[src/rtl/rbpa_ram.sv]
// Generic single-port-write, single-port-read RAM with a registered read.
// No package dependencies.
module rbpa_ram #(
   parameter int WIDTH = 8,
   parameter int DEPTH = 64
) (
   input  logic                     clock,
   input  logic                     wr_en,
   input  logic [$clog2(DEPTH)-1:0] wr_addr,
   input  logic [WIDTH-1:0]         wr_data,
   input  logic                     rd_en,
   input  logic [$clog2(DEPTH)-1:0] rd_addr,
   output logic [WIDTH-1:0]         rd_data
);

   logic [WIDTH-1:0] mem_ff [DEPTH];
   logic [WIDTH-1:0] rd_data_ff;

   always_ff @(posedge clock) begin
      if (wr_en) begin
         mem_ff[wr_addr] <= wr_data;
      end
      if (rd_en) begin
         rd_data_ff <= mem_ff[rd_addr];
      end
   end

   assign rd_data = rd_data_ff;

endmodule

[config.mk]
export PLATFORM = sky130hd
export DESIGN_NAME = rbpa_ram
export DESIGN_NICKNAME = d
export VERILOG_FILES = /design/src/rtl/rbpa_ram.sv
export SDC_FILE = /design/constraint.sdc
export NUM_CORES = 1
export LEC_CHECK = 0
export BUFFER_PORTS_ARGS = -buffer_cell sky130_fd_sc_hd__clkbuf_2
export CORE_ASPECT_RATIO = 0.7
export CORE_MARGIN = 5
export CORE_UTILIZATION = 35
export DETAILED_ROUTE_END_ITERATION = 8
export PLACE_DENSITY = 0.51
export SLEW_MARGIN = 20
export SYNTH_ARGS = -nofsm -noshare
export SYNTH_HDL_FRONTEND = slang
export SYNTH_SLANG_ARGS = --single-unit
[constraint.sdc]
create_clock -name clock -period 5.63 [get_ports clock]
set_clock_uncertainty 0.05 [all_clocks]
set_input_delay 1.126 -clock clock [delete_from_list [all_inputs] [get_ports clock]]
set_output_delay 1.126 -clock clock [all_outputs]
set_load 0.005 [all_outputs]
* Yosys cells after proc, flatten, opt, wreduce, memory -nomap -nowiden
Memories as Yosys holds them, arrays and structs flattened. A register that Yosys moved wholly into a read port is not among the register bits.
Cells that the tools add are included.
** Storage, ports and cells
- RAM bits :: 512
- Flip-flop bits (word level) :: 0
- Memories :: 1
- Output and inout bits :: 8
- Word-level logic and storage cells :: 3
- Bits of input ports :: 23
** Memory list
- mem_ff :: words 64, width 8, rd ports 1, clocked after Yosys merged registers in 1, write ports 1, RTL line 16 : logic [WIDTH-1:0] mem_ff [DEPTH];
** Cells by class
- Mux-type cells :: 2
** Operator list (count)
- 1-bit two-way mux :: 2

* Longest topological paths before layout
Gate-level depths: netlist of run 1.
- Word-level depth :: 2
- Mapped depth :: 9
- Depth with buffers taken out :: 5

* Worst setup path after synthesis of run 1
Ideal clock, no wire load.
- Path kind :: in2reg
- From :: in rd_addr[1]
- To :: reg rd_data_ff[3] (netlist: rd_data[3]) (read register of mem_ff), data pin
- Setup slack :: 2648 ps
- Arrival time :: 2666 ps
- Stages :: 7
- Required time :: 5314 ps
- Cell sequence :: buf_4 -> buf_2 -> buf_2 -> mux4_2 -> mux4_2 -> o21ai_1 -> o41ai_1
** RTL lines
- from (decl) :: RTL line 12 : input logic [$clog2(DEPTH)-1:0] rd_addr,
- to (decl) :: RTL line 17 : logic [WIDTH-1:0] rd_data_ff;

==> results of run 1 <==
==> cell families (layout without fill, tap and decap cells) <==
logic type | Yosys count | in the layout
other cells | 0 | 1
mux | 162 | 162
compound gates | 54 | 54
flops | 520 | 520
buf+inv | 51 | 137
simple gates | 153 | 153
==> how the worst max path moves through the flow <==
stage                from         end  cells after the start
5_1_grt        rd_addr[0]  rd_data[7]                      8
4_1_cts        rd_addr[1]  rd_data[7]                      6
6_report       rd_addr[1]  rd_data[7]                      6
2_1_floorplan  rd_addr[1]  rd_data[3]                      7
3_3_place_gp   rd_addr[1]  rd_data[7]                      6
3_5_place_dp   rd_addr[1]  rd_data[7]                      6
==> sequential cells by signal, summed over array words and instances (netlist names) <==
signal and cells:
mem_ff 512, rd_data 8
==> power groups by stage <==
stage | clock, mW | combinational (mW) | sequential [mW]
CTS | 3.40 | 0.404 | 4.31
finish | 3.34 | 0.397 | 4.31
global route | 3.58 | 0.426 | 4.31
global placement | 0 | 0.399 | 4.39
floorplan | 0 | 0.228 | 4.38
detailed placement | 0 | 0.405 | 4.39
==> worst max-delay path: stages <==
cell	delay [ns]
buf_4	0.52
buf_4	0.66
mux4_2	0.42
mux4_2	0.53
o21ai_0	0.24
nand2_1	0.09
==> final cells by class <==
| type | instances | area share, % |
|---|---|---|
| Antenna cell | 1 | 0.0110 |
| Multi-Input combinational cell | 369 | 19.0 |
| Timing Repair Buffer | 49 | 1.45 |
| Clock inverter | 26 | 1.15 |
| Clock buffer | 62 | 5.78 |
| Sequential cell | 520 | 68.5 |
| Tap cell | 750 | 4.12 |
==> routing by layer <==
layer | track usage (%) | vias to the layer above | wire length [um]
met2 | 21.9 | 326 | 20800
met1 | 24.9 | 5194 | 24400
li1 | - | 4051 | -
met5 | 0 | - | 0
met4 | 3.05 | 0 | 790
met3 | 3.32 | 60 | 3250
==> through the flow <==
stage | power [mW] | setup slack [ns] | instances
global route | 8.31 | 2.10 | 1776
finish | 8.05 | 2.22 | 1777
CTS | 8.11 | 2.19 | 1776
floorplan | 4.61 | 2.65 | 940
detailed placement | 4.80 | 1.59 | 1688
global placement | 4.79 | 1.59 | 1688
==> cell usage in the layout, fill, tap and decap left out, types with 2 or more instances in the layout <==
master and count:
o32ai_1 2, o21ai_0 2, nor2_2 3, buf_12 2, o2bb2ai_1 3, mux2i_1 23, o21ai_1 2, o22ai_1 8
buf_4 19, o41ai_1 2, o221a_2 2, nor2_1 80, nor4_1 2, mux2_2 13, nor3_2 2, nand4_1 2
clkbuf_2 27, clkbuf_1 11, a211oi_1 4, mux4_2 126, o221ai_1 8, nand3_1 13, nor2b_1 14, a22oi_1 3
nand2_1 19, nand2b_1 7, clkinv_2 2, clkbuf_16 51, nor3_1 5, clkinv_1 17, nand3b_1 3, a221oi_1 6
edfxtp_1 520, a21oi_1 3, o2111ai_1 3, o21a_1 2, bufinv_16 6
==> impl_results.html, run 1 <==
<table>
<tr><th>Metric</th><th>Value</th></tr>
<tr><th colspan="2">Synth</th></tr>
<tr><td>Synthesized area per cell</td><td>21.5 sq um</td></tr>
<tr><td>Cell area after synthesis</td><td>20,200 sq um</td></tr>
<tr><td>Count of flip-flops with a built-in enable after synthesis</td><td>520</td></tr>
<tr><td>Number of instances in the synthesized netlist</td><td>940</td></tr>
<tr><td>Share of cell area taken by muxes after synthesis</td><td>~16%</td></tr>
<tr><td>Cell type with the largest total area after synthesis</td><td>edfxtp_1</td></tr>
<tr><td>Xor and xnor fraction of the mapped netlist area</td><td>0%</td></tr>
<tr><td>Basic-gate share of the synthesized area counting and, or, nand and nor cells</td><td>between 3 and 4%</td></tr>
<tr><td>Synth Area in Adders</td><td>0%</td></tr>
<tr><td>Ys flop type</td><td>edfxtp_1</td></tr>
<tr><td>Area share of the leading cell type in the synthesized netlist</td><td>77.1%</td></tr>
<tr><td>Synthesized netlist net count</td><td>about 960</td></tr>
<tr><td>Cell with the most instances after synthesis</td><td>edfxtp_1</td></tr>
<tr><td>Yosys cell types</td><td>39</td></tr>
<tr><td>Number of warnings reported in the yosys synthesis log</td><td>0</td></tr>
<tr><td>Leading cell types by count after synthesis</td><td>edfxtp_1 (520), mux4_2 (126), nor2_1 (83)</td></tr>
<tr><td>Ranking of synthesized cells by area</td><td>edfxtp_1 (77%), mux4_2 (14%), nor2_1 (1.5%), mux2i_1 (1.1%), mux2_2 (0.72%)</td></tr>
<tr><td>Sequential area share after synthesis</td><td>77.1%</td></tr>
<tr><td>Share of flip-flops with an asynchronous set or reset after synthesis</td><td>0%</td></tr>
<tr><td>Seq cells post-synth</td><td>520</td></tr>
<tr><td>Dominant combinational cell family by area after synthesis</td><td>multiplexers</td></tr>
<tr><td>Synth Area in Compound Gates</td><td>under 10%</td></tr>
<tr><th colspan="2">Detailed routing</th></tr>
<tr><td>Avg WL per Cell</td><td>27.7 um</td></tr>
<tr><td>Remaining DRCs</td><td>0</td></tr>
<tr><td>DR iter-0 viols</td><td>1,067</td></tr>
<tr><td>DR vias</td><td>9,631</td></tr>
<tr><td>Via density</td><td>roughly 5.4</td></tr>
<tr><td>Length of the first detailed-routing pass in iterations</td><td>5</td></tr>
<tr><td>Final antenna-violating net count</td><td>0</td></tr>
<tr><td>Sum of routed wire length over all layers</td><td>49,300 um</td></tr>
<tr><th colspan="2">Global route</th></tr>
<tr><td>Largest net degree at the start of global routing</td><td>65</td></tr>
<tr><td>Global-route wire length before repair</td><td>71,400 um</td></tr>
<tr><td>Via count of the first global-routing pass</td><td>9,802</td></tr>
<tr><td>Antenna violations before repair</td><td>0</td></tr>
<tr><td>Total Routing Usage GR</td><td>15.5%</td></tr>
<tr><td>Overall overflow remaining after global route</td><td>0</td></tr>
<tr><th colspan="2">Critical path</th></tr>
<tr><td>Worst R2R End</td><td>rd_data[2]</td></tr>
<tr><td>Worst EP arrival</td><td>3.66 ns</td></tr>
<tr><td>Critical path capture point type</td><td>register</td></tr>
<tr><td>Peak fanout along the critical path</td><td>42</td></tr>
<tr><td>Count of cells along the worst register-to-register path</td><td>5</td></tr>
<tr><td>Setup slack of the most critical reg-to-reg path</td><td>3.25 ns</td></tr>
<tr><td>Type of the setup path with the least slack</td><td>in2reg</td></tr>
<tr><td>Worst reg2reg path startpoint</td><td>mem_ff[7][2]</td></tr>
<tr><td>Critical Path Start Type</td><td>primary input</td></tr>
<tr><td>Data required time of the critical path</td><td>5.88 ns</td></tr>
<tr><th colspan="2">Final layout</th></tr>
<tr><td>Sequential cell area</td><td>between 15,000 and 20,000 sq um</td></tr>
<tr><td>Combined area of the multi-input logic cells</td><td>4330 sq um</td></tr>
<tr><td>Post-layout util</td><td>40.0%</td></tr>
<tr><td>Synthesis-to-layout area growth</td><td>12.6%</td></tr>
<tr><td>Final cell area excluding filler cells</td><td>approximately 23,000 sq um</td></tr>
<tr><td># fillers</td><td>5,110</td></tr>
<tr><td>Share of post-route cells with drive strength above 1</td><td>24.9%</td></tr>
<tr><td>NumNets Final</td><td>1,012</td></tr>
<tr><th colspan="2">Placed design</th></tr>
<tr><td>Final HPWL from detailed placement</td><td>30,200 um</td></tr>
<tr><td>Final weighted congestion in routability-driven placement</td><td>0.777</td></tr>
<tr><td>Number of buffers added on ports</td><td>30</td></tr>
<tr><td>Cell area after placement</td><td>21,200 sq um</td></tr>
<tr><th colspan="2">Power</th></tr>
<tr><td>Net Sw Frac</td><td>about a fifth</td></tr>
<tr><td>Clk pwr share</td><td>41.5%</td></tr>
<tr><td>Reported leakage power</td><td>6.96 nW</td></tr>
<tr><td>Power per cell area</td><td>between 300 and 400 nW/um^2</td></tr>
<tr><td>Comb pwr share</td><td>4.9%</td></tr>
<tr><td>Internal power consumption</td><td>6.36 mW</td></tr>
<tr><td>Worst vdd rail ir drop</td><td>approximately 0.0002 V</td></tr>
<tr><td>Sequential group share of total power</td><td>53.5%</td></tr>
<tr><td>Switch Pwr</td><td>approximately 1.7 mW</td></tr>
<tr><th colspan="2">STA</th></tr>
<tr><td>Least-Margin Pin Slew</td><td>approximately 1.1 ns</td></tr>
<tr><td>Unrepaired setup endpoints after global routing</td><td>no</td></tr>
<tr><td>Pins over their slew limit</td><td>0</td></tr>
<tr><td>Hold slack final</td><td>0.880 ns</td></tr>
<tr><td>Share of the clock period used by the worst path</td><td>60.6%</td></tr>
<tr><td>Endpoints failing hold</td><td>0</td></tr>
<tr><td>Final setup violation count</td><td>0</td></tr>
<tr><td>Post-layout minimum cycle time</td><td>3.41 ns</td></tr>
<tr><td>Setup TNS after final layout</td><td>0 ns</td></tr>
<tr><td>Worst relative slew slack</td><td>between 20% and 30%</td></tr>
<tr><td>Highest attainable clock frequency</td><td>slightly below 300 MHz</td></tr>
<tr><th colspan="2">Clock network</th></tr>
<tr><td>Master cell of the clock root buffer</td><td>clkbuf_16</td></tr>
<tr><td>Maximum root-to-sink buffer count</td><td>3</td></tr>
<tr><td>TritonCTS clock tree</td><td>built</td></tr>
<tr><td>Clk sinks</td><td>520</td></tr>
<tr><td>Htree depth</td><td>2</td></tr>
<tr><td>Post-CTS setup buffer count</td><td>0</td></tr>
<tr><td>Cells resized by post-CTS repair</td><td>0</td></tr>
<tr><td>Clock latency at the later pin of the worst-skew pair</td><td>between 0.5 and 0.6 ns</td></tr>
<tr><td>Clock slew seen by the registers of the worst setup and hold paths</td><td>0.07 ns</td></tr>
<tr><td>CTS Buf Count</td><td>49</td></tr>
<tr><td>Number of buffers inserted by hold repair at cts</td><td>0</td></tr>
<tr><th colspan="2">Hold path</th></tr>
<tr><td>Hold Crit Class</td><td>reg2reg</td></tr>
<tr><td>Worst Hold Endpoint</td><td>rd_data[6]</td></tr>
<tr><td>Cell depth of the worst min-delay path</td><td>3</td></tr>
<tr><td>Start point of the worst min-delay path</td><td>mem_ff[27][6]</td></tr>
<tr><th colspan="2">Die</th></tr>
<tr><td>Die Area</td><td>62,800 sq um</td></tr>
<tr><td>Height of the die</td><td>about 210 um</td></tr>
<tr><td>Top-level port count</td><td>31</td></tr>
<tr><td>Chip Width</td><td>297 um</td></tr>
<tr><td>Starting density of the core</td><td>35.5%</td></tr>
<tr><td>Core Footprint</td><td>around 57,000 sq um</td></tr>
<tr><td>Placement row count</td><td>73</td></tr>
<tr><th colspan="2">Run status</th></tr>
<tr><td>Status</td><td>finished clean</td></tr>
<tr><th colspan="2">Job</th></tr>
<tr><td>Max Cap Violations</td><td>0</td></tr>
</table>
(Power assumes the default switching activity.)
==> inputs of run 2 (changes only) <==
Clock period 5.63 ns to 3.2 ns, I/O delays scaled along.
==> run 2 against run 1 <==
Compared with the run above:
- flip-flop and latch count did not move
- power rose by 72%
- utilization rose by 1.4 points
- clock power rose by 63%
- register-to-register slack got worse by 2.6 ns
- critical path depth fell by 1
- final area rose by 3.4%
- combinational power rose by 96%
- final cell count rose by 5.9%
- first-iteration DRC count fell by 8.3%
- worst setup slack got worse by 1.8 ns
==> impl_results.html, run 2 (synthesis results as in run 1) <==
<table>
<tr><th>Metric</th><th>Value</th></tr>
<tr><th colspan="2">Run status</th></tr>
<tr><td>Status</td><td>finished clean</td></tr>
<tr><th colspan="2">Global route</th></tr>
<tr><td>Global-route wire length before repair</td><td>74,100 um (+3.8%)</td></tr>
<tr><td>GR Util met1</td><td>27.0% (+2.1 points)</td></tr>
<tr><td>Largest net degree at the start of global routing</td><td>65 (unchanged)</td></tr>
<tr><td>Total Routing Usage GR</td><td>16.2% (+0.70 points)</td></tr>
<tr><td>Overall overflow remaining after global route</td><td>0 (unchanged)</td></tr>
<tr><td>Met2 Use GR</td><td>21.7% (-0.20 points)</td></tr>
<tr><td>Global routing usage on met3</td><td>3.78% (+0.46 points)</td></tr>
<tr><td>Via count of the first global-routing pass</td><td>9,977 (+1.8%)</td></tr>
<tr><td>Grt peak-use layer</td><td>met1</td></tr>
<tr><td>Antenna violations before repair</td><td>1 (+1)</td></tr>
<tr><th colspan="2">Clock network</th></tr>
<tr><td>Number of buffers inserted by hold repair at cts</td><td>0 (unchanged)</td></tr>
<tr><td>Clock latency at the later pin of the worst-skew pair</td><td>0.56 ns (-0.02 ns)</td></tr>
<tr><td>Cells resized by post-CTS repair</td><td>0 (unchanged)</td></tr>
<tr><td>Htree depth</td><td>2 (unchanged)</td></tr>
<tr><td>Master cell of the clock root buffer</td><td>clkbuf_16</td></tr>
<tr><td>Post-CTS setup buffer count</td><td>0 (unchanged)</td></tr>
<tr><td>Clock slew seen by the registers of the worst setup and hold paths</td><td>0.07 ns (about the same)</td></tr>
<tr><td>CTS Buf Count</td><td>49 (unchanged)</td></tr>
<tr><td>Maximum root-to-sink buffer count</td><td>3 (unchanged)</td></tr>
<tr><td>Clk sinks</td><td>520 (unchanged)</td></tr>
<tr><td>TritonCTS clock tree</td><td>built</td></tr>
<tr><th colspan="2">Detailed routing</th></tr>
<tr><td>Avg WL per Cell</td><td>27.2 um (-1.9%)</td></tr>
<tr><td>Remaining DRCs</td><td>0 (unchanged)</td></tr>
<tr><td>Length of the first detailed-routing pass in iterations</td><td>5 (unchanged)</td></tr>
<tr><td>DR iter-0 viols</td><td>978 (-8.3%)</td></tr>
<tr><td>Via density</td><td>5.35 (-1.3%)</td></tr>
<tr><td>DR vias</td><td>10,100 (+4.6%)</td></tr>
<tr><td>Final antenna-violating net count</td><td>0 (unchanged)</td></tr>
<tr><td>Sum of routed wire length over all layers</td><td>51,200 um (+3.9%)</td></tr>
<tr><th colspan="2">Placed design</th></tr>
<tr><td>Final weighted congestion in routability-driven placement</td><td>0.810 (+4.3%)</td></tr>
<tr><td># placed instances</td><td>1,795 (+6.3%)</td></tr>
<tr><td>Final HPWL from detailed placement</td><td>34,300 um (+14%)</td></tr>
<tr><td>Number of buffers added on ports</td><td>30 (unchanged)</td></tr>
<tr><th colspan="2">Die</th></tr>
<tr><td>Chip Width</td><td>297 um (unchanged)</td></tr>
<tr><td>Die Area</td><td>62,800 sq um (unchanged)</td></tr>
<tr><td>Placement row count</td><td>73 (unchanged)</td></tr>
<tr><td>Height of the die</td><td>211 um (unchanged)</td></tr>
<tr><td>Starting density of the core</td><td>35.5% (unchanged)</td></tr>
<tr><td>Top-level port count</td><td>31 (unchanged)</td></tr>
<tr><td>Core Footprint</td><td>57,000 sq um (unchanged)</td></tr>
<tr><th colspan="2">Final layout</th></tr>
<tr><td>Share of post-route cells with drive strength above 1</td><td>31.8% (+6.9 points)</td></tr>
<tr><td>Synthesis-to-layout area growth</td><td>16.5%</td></tr>
<tr><td>Most frequent cells in the layout</td><td>edfxtp_1 (520), mux4_2 (126), buf_4 (117), nor2_1 (83), clkbuf_16 (49)</td></tr>
<tr><td>Post-layout util</td><td>41.4% (+1.4 points)</td></tr>
<tr><td>Antenna diode count</td><td>0 (-1)</td></tr>
<tr><td>Number of flip-flops under the largest register name</td><td>512 (unchanged)</td></tr>
<tr><td>Layout Cells excl Fill</td><td>1,882 (+5.9%)</td></tr>
<tr><td>Most common cell after layout, fill and taps aside</td><td>edfxtp_1</td></tr>
<tr><td>Most flop-heavy register</td><td>mem_ff</td></tr>
<tr><td># fillers</td><td>5,031 (-1.5%)</td></tr>
<tr><td>NumNets Final</td><td>1,120 (+11%)</td></tr>
<tr><th colspan="2">Power</th></tr>
<tr><td>Power per cell area</td><td>586 nW/um^2 (+66%)</td></tr>
<tr><td>Reported leakage power</td><td>7.50 nW (+7.8%)</td></tr>
<tr><td>Clk pwr share</td><td>39.5% (-2.0 points)</td></tr>
<tr><td>Worst vdd rail ir drop</td><td>0.000399 V (+99%)</td></tr>
<tr><td>Sequential group share of total power</td><td>54.9% (+1.4 points)</td></tr>
<tr><td>Total chip power</td><td>13.8 mW (+72%)</td></tr>
<tr><td>Comb pwr share</td><td>5.6% (+0.7 points)</td></tr>
<tr><td>Switch Pwr</td><td>2.91 mW (+73%)</td></tr>
<tr><td>Internal power consumption</td><td>10.9 mW (+71%)</td></tr>
<tr><td>Net Sw Frac</td><td>21.1% (+0.11 points)</td></tr>
<tr><th colspan="2">Critical path</th></tr>
<tr><td>Critical path capture point type</td><td>register</td></tr>
<tr><td>Worst reg2reg path startpoint</td><td>mem_ff[46][0]</td></tr>
<tr><td>Count of cells along the worst register-to-register path</td><td>4 (-1)</td></tr>
<tr><td>Peak fanout along the critical path</td><td>30 (-29%)</td></tr>
<tr><td>Setup slack of the most critical reg-to-reg path</td><td>0.65 ns (-2.60 ns)</td></tr>
<tr><td>Worst R2R End</td><td>rd_data[0]</td></tr>
<tr><td>Data required time of the critical path</td><td>3.42 ns (-2.46 ns)</td></tr>
<tr><td>Type of the setup path with the least slack</td><td>in2reg</td></tr>
<tr><td>Critical Path Start Type</td><td>primary input</td></tr>
<tr><td>Worst EP arrival</td><td>3.03 ns (-0.63 ns)</td></tr>
<tr><th colspan="2">STA</th></tr>
<tr><td>Post-layout minimum cycle time</td><td>~2.8 ns</td></tr>
<tr><td>Highest attainable clock frequency</td><td>356 MHz</td></tr>
<tr><td>Final setup violation count</td><td>0 (unchanged)</td></tr>
<tr><td>Share of the clock period used by the worst path</td><td>87.8%</td></tr>
<tr><td>Unrepaired setup endpoints after global routing</td><td>no</td></tr>
<tr><td>Endpoints failing hold</td><td>0 (unchanged)</td></tr>
<tr><td>Pins over their slew limit</td><td>0 (unchanged)</td></tr>
<tr><td>Least-Margin Pin Slew</td><td>1.12 ns (+0.0159 ns)</td></tr>
<tr><td>Worst relative slew slack</td><td>25.5% (-0.79 points)</td></tr>
<tr><td>Hold slack final</td><td>0.485 ns (-0.396 ns)</td></tr>
<tr><th colspan="2">Hold path</th></tr>
<tr><td>Worst Hold Endpoint</td><td>rd_data[6]</td></tr>
<tr><td>Start point of the worst min-delay path</td><td>rd_en</td></tr>
<tr><td>Cell depth of the worst min-delay path</td><td>1 (-2)</td></tr>
<tr><td>Hold Crit Class</td><td>in2reg</td></tr>
<tr><th colspan="2">Job</th></tr>
<tr><td>Max Cap Violations</td><td>0 (unchanged)</td></tr>
</table>
run 2: changes by cell type in the layout (fill, tap and decap cells not counted), moves of 2 or more:
cell	previous run	this run
nor2_1	80	83
buf_4	19	117
nor3_2	2	0
nor3_1	5	7
clkbuf_16	51	49
clkinvlp_4	0	3
bufinv_16	6	3
clkinv_1	17	13
clkinv_2	2	7
buf_12	2	11
nor2_2	3	0
run 2: cell type report:
type / count / area [sq um] / area share (%)
flip-flops and latches: 520 / 15600 / 66.2
multi-input cells: 369 / 4320 / 18.3
clock buffers: 60 / 1270 / 5.37
repair buffers: 157 / 1250 / 5.32
well taps: 750 / 938 / 3.98
clock inverters: 26 / 196 / 0.833
run 2: critical path, stage by stage:
cell       delay [ns]
buf_4            0.42
mux4_2           0.59
mux2_2           0.28
a221oi_1         0.94
o2bb2ai_1        0.15
run 2: how the worst max path moves through the flow:
stage	startpoint	end	slack (ns)
finish	rd_addr[1]	rd_data[0]	0.39
global route	rd_addr[1]	rd_data[0]	0.40
CTS	rd_addr[1]	rd_data[1]	0.39
detailed placement	rd_addr[1]	rd_data[1]	-0.21
global placement	rd_addr[1]	rd_data[1]	-0.22
floorplan	rd_addr[1]	rd_data[3]	0.70
run 2: layer usage:
metal / vias up / routed length, um
met2: 322 / 20700
met5: - / 0
met3: 48 / 3730
met1: 5453 / 26200
li1: 4249 / -
met4: 0 / 645
run 2: power groups by stage:
| stage | combinational [mW] | sequential [mW] | clock (mW) |
|---|---|---|---|
| global placement | 0.775 | 7.73 | 0 |
| global route | 0.830 | 7.58 | 5.89 |
| finish | 0.778 | 7.58 | 5.46 |
| detailed placement | 0.781 | 7.73 | 0 |
| floorplan | 0.402 | 7.71 | 0 |
| CTS | 0.783 | 7.58 | 5.61 |
run 2: metrics by stage:
| stage | cell area, sq um | setup TNS [ns] | setup slack (ns) |
|---|---|---|---|
| detailed placement | 22100 | -0.327 | -0.213 |
| global route | 23600 | 0 | 0.399 |
| CTS | 23600 | 0 | 0.389 |
| floorplan | 20200 | 0 | 0.704 |
| finish | 23600 | 0 | 0.389 |
| global placement | 22100 | -0.371 | -0.218 |
==> inputs of run 3 (changes only) <==
Settings changed: BUFFER_PORTS_ARGS -buffer_cell sky130_fd_sc_hd__clkbuf_2 to default, DONT_BUFFER_PORTS from default to 1.
==> run 3 against run 2 <==
Compared with the run above:
- global-route usage decreased by 0.93 points
- die area is the same
- clock power is 1% higher
- wire length shrank 5.9%
- combinational power is 48% lower
- fmax increased by 9.2%
- final area decreased by 3.0%
- critical path depth fell by 1
- sequential share of layout area up 2.1 points
- critical path type is now reg2reg
- largest cell class unchanged
- highest routed layer unchanged
==> impl_results.html, run 3 (synthesis results as in run 1) <==
<table>
<tr><th>Metric</th><th>Value</th></tr>
<tr><th colspan="2">Critical path</th></tr>
<tr><td>Type of the setup path with the least slack</td><td>reg2reg</td></tr>
<tr><td>Peak fanout along the critical path</td><td>1 (-97%)</td></tr>
<tr><td>Worst EP arrival</td><td>2.80 ns (-0.23 ns)</td></tr>
<tr><td>Worst path buffer plus inverter count</td><td>0 (-1)</td></tr>
<tr><td>Worst stage delay on the critical path</td><td>0.97 ns (+0.03 ns)</td></tr>
<tr><td>Critical path capture point type</td><td>register</td></tr>
<tr><td>Chain of cells forming the critical path</td><td>mux4_2, mux2_2, a221oi_1, o2bb2ai_1</td></tr>
<tr><td>Kind of cell with the highest combined delay on the critical path</td><td>compound AO/OA/AOI/OAI gates</td></tr>
<tr><td>Slowest cell on the critical path</td><td>a221oi_1</td></tr>
<tr><td>Critical Path Start Type</td><td>register</td></tr>
<tr><td>Data required time of the critical path</td><td>3.42 ns (about the same)</td></tr>
<tr><th colspan="2">Clock network</th></tr>
<tr><td>Clock slew seen by the registers of the worst setup and hold paths</td><td>0.06 ns (about the same)</td></tr>
<tr><td>Cells resized by post-CTS repair</td><td>0 (unchanged)</td></tr>
<tr><td>Clk sinks</td><td>520 (unchanged)</td></tr>
<tr><td>Post-CTS setup buffer count</td><td>0 (unchanged)</td></tr>
<tr><td>TritonCTS clock tree</td><td>built</td></tr>
<tr><td>Clock latency at the later pin of the worst-skew pair</td><td>0.56 ns (about the same)</td></tr>
<tr><td>CTS Buf Count</td><td>49 (unchanged)</td></tr>
<tr><td>Master cell of the clock root buffer</td><td>clkbuf_16</td></tr>
<tr><td>Maximum root-to-sink buffer count</td><td>3 (unchanged)</td></tr>
<tr><td>Htree depth</td><td>2 (unchanged)</td></tr>
<tr><td>Number of buffers inserted by hold repair at cts</td><td>0 (unchanged)</td></tr>
<tr><th colspan="2">Final layout</th></tr>
<tr><td>Combined area of the multi-input logic cells</td><td>4320 sq um (unchanged)</td></tr>
<tr><td>Most frequent cells in the layout</td><td>edfxtp_1 (520), mux4_2 (126), nor2_1 (83), buf_4 (70), clkbuf_16 (49)</td></tr>
<tr><td># fillers</td><td>5,126 (+1.9%)</td></tr>
<tr><td>Most common cell after layout, fill and taps aside</td><td>edfxtp_1</td></tr>
<tr><td>Synthesis-to-layout area growth</td><td>13.0%</td></tr>
<tr><td>Sequential cell area</td><td>15,600 sq um (unchanged)</td></tr>
<tr><td>NumNets Final</td><td>1,033 (-7.8%)</td></tr>
<tr><td>Antenna diode count</td><td>0 (unchanged)</td></tr>
<tr><td>Number of flip-flops under the largest register name</td><td>512 (unchanged)</td></tr>
<tr><td>Most flop-heavy register</td><td>mem_ff</td></tr>
<tr><td>Share of post-route cells with drive strength above 1</td><td>26.0% (-5.8 points)</td></tr>
<tr><td>Post-layout util</td><td>40.1% (-1.3 points)</td></tr>
<tr><th colspan="2">Global route</th></tr>
<tr><td>Met2 Use GR</td><td>21.8% (+0.11 points)</td></tr>
<tr><td>Global routing usage on met3</td><td>3.32% (-0.46 points)</td></tr>
<tr><td>Overall overflow remaining after global route</td><td>0 (unchanged)</td></tr>
<tr><td>Antenna violations before repair</td><td>0 (-1)</td></tr>
<tr><td>Grt peak-use layer</td><td>met1</td></tr>
<tr><td>GR Util met1</td><td>24.4% (-2.6 points)</td></tr>
<tr><td>Largest net degree at the start of global routing</td><td>138 (+110%)</td></tr>
<tr><td>Total Routing Usage GR</td><td>15.3% (-0.93 points)</td></tr>
<tr><td>Via count of the first global-routing pass</td><td>9,716 (-2.6%)</td></tr>
<tr><td>Global-route wire length before repair</td><td>70,400 um (-5.1%)</td></tr>
<tr><th colspan="2">Power</th></tr>
<tr><td>Power per cell area</td><td>590 nW/um^2 (+0.78%)</td></tr>
<tr><td>Reported leakage power</td><td>7.05 nW (-6.0%)</td></tr>
<tr><td>Worst vdd rail ir drop</td><td>0.000334 V (-16%)</td></tr>
<tr><td>Clk pwr share</td><td>40.9% (+1.4 points)</td></tr>
<tr><td>Switch Pwr</td><td>2.61 mW (-10%)</td></tr>
<tr><td>Sequential group share of total power</td><td>56.1% (+1.2 points)</td></tr>
<tr><td>Net Sw Frac</td><td>19.3% (-1.8 points)</td></tr>
<tr><td>Comb pwr share</td><td>3.0% (-2.6 points)</td></tr>
<tr><td>Internal power consumption</td><td>10.9 mW (about the same)</td></tr>
<tr><th colspan="2">STA</th></tr>
<tr><td>Least-Margin Pin Slew</td><td>1.15 ns (+0.0297 ns)</td></tr>
<tr><td>Pins over their slew limit</td><td>0 (unchanged)</td></tr>
<tr><td>Final setup violation count</td><td>0 (unchanged)</td></tr>
<tr><td>Post-layout minimum cycle time</td><td>2.57 ns (-0.238 ns)</td></tr>
<tr><td>Setup TNS after final layout</td><td>0 ns (unchanged)</td></tr>
<tr><td>Unrepaired setup endpoints after global routing</td><td>no</td></tr>
<tr><td>Hold slack final</td><td>0.127 ns (-0.358 ns)</td></tr>
<tr><td>Share of the clock period used by the worst path</td><td>80.4% (-7.4 points)</td></tr>
<tr><td>Highest attainable clock frequency</td><td>389 MHz (+9.2%)</td></tr>
<tr><td>Worst relative slew slack</td><td>23.5% (-2.0 points)</td></tr>
<tr><td>Endpoints failing hold</td><td>0 (unchanged)</td></tr>
<tr><th colspan="2">Die</th></tr>
<tr><td>Die Area</td><td>62,800 sq um (unchanged)</td></tr>
<tr><td>Core Footprint</td><td>57,000 sq um (unchanged)</td></tr>
<tr><td>Height of the die</td><td>211 um (unchanged)</td></tr>
<tr><td>Top-level port count</td><td>31 (unchanged)</td></tr>
<tr><td>Placement row count</td><td>73 (unchanged)</td></tr>
<tr><td>Chip Width</td><td>297 um (unchanged)</td></tr>
<tr><td>Starting density of the core</td><td>35.5% (unchanged)</td></tr>
<tr><th colspan="2">Hold path</th></tr>
<tr><td>Hold Crit Class</td><td>in2reg</td></tr>
<tr><th colspan="2">Placed design</th></tr>
<tr><td>Final weighted congestion in routability-driven placement</td><td>0.748 (-7.6%)</td></tr>
<tr><td>Number of buffers added on ports</td><td>0 (-100%)</td></tr>
<tr><td>Final HPWL from detailed placement</td><td>28,400 um (-17%)</td></tr>
<tr><th colspan="2">Detailed routing</th></tr>
<tr><td>Length of the first detailed-routing pass in iterations</td><td>5 (unchanged)</td></tr>
<tr><td>Sum of routed wire length over all layers</td><td>48,200 um (-5.9%)</td></tr>
<tr><td>Final antenna-violating net count</td><td>0 (unchanged)</td></tr>
<tr><td>DR vias</td><td>9,539 (-5.3%)</td></tr>
<tr><td>Remaining DRCs</td><td>0 (unchanged)</td></tr>
<tr><td>DR iter-0 viols</td><td>857 (-12%)</td></tr>
<tr><td>Avg WL per Cell</td><td>26.9 um (-1.1%)</td></tr>
<tr><td>Via density</td><td>5.32 (-0.54%)</td></tr>
<tr><th colspan="2">Run status</th></tr>
<tr><td>Status</td><td>finished clean</td></tr>
<tr><th colspan="2">Job</th></tr>
<tr><td>Max Cap Violations</td><td>0 (unchanged)</td></tr>
</table>
run 3: final cells by class:
| class | count | area share, % |
|---|---|---|
| clock buffer | 58 | 5.51 |
| clock inverter | 25 | 0.963 |
| multi-input combinational | 369 | 18.9 |
| sequential | 520 | 68.3 |
| tap | 750 | 4.10 |
| timing repair buffer | 70 | 2.30 |
run 3: per-layer routing:
layer,part of all wire [%],wire (um)
met5,0,0
met4,1.5,724
met2,42,20400
met1,50,24000
met3,6.3,3040
run 3: power groups by stage:
stage / registers, mW / clock network, mW / logic (mW)
CTS: 7.58 / 5.67 / 0.409
floorplan: 7.71 / 0 / 0.402
global placement: 7.72 / 0 / 0.406
global route: 7.58 / 5.94 / 0.429
finish: 7.58 / 5.52 / 0.408
detailed placement: 7.72 / 0 / 0.408
run 3: stage by stage:
stage / setup slack [ns] / power (mW) / cell area (sq um) / instances
2_1_floorplan: 0.704 / 8.11 / 20200 / 940
3_3_place_gp: 0.267 / 8.13 / 21400 / 1709
3_5_place_dp: 0.286 / 8.13 / 21400 / 1709
4_1_cts: 0.647 / 13.7 / 22900 / 1792
5_1_grt: 0.616 / 13.9 / 22900 / 1792
6_report: 0.627 / 13.5 / 22900 / 1792
run 3: path summary, 6_finish.rpt:
path / start / to / slack, ns / cells past startpoint
setup / recovery: mem_ff[47][2] / rd_data[2] / 0.63 / 4
hold reg to reg: mem_ff[22][2] / rd_data[2] / 0.86 / 4
setup reg to reg: mem_ff[47][2] / rd_data[2] / 0.63 / 4
hold / removal: wr_data[3] / mem_ff[23][3] / 0.13 / 0
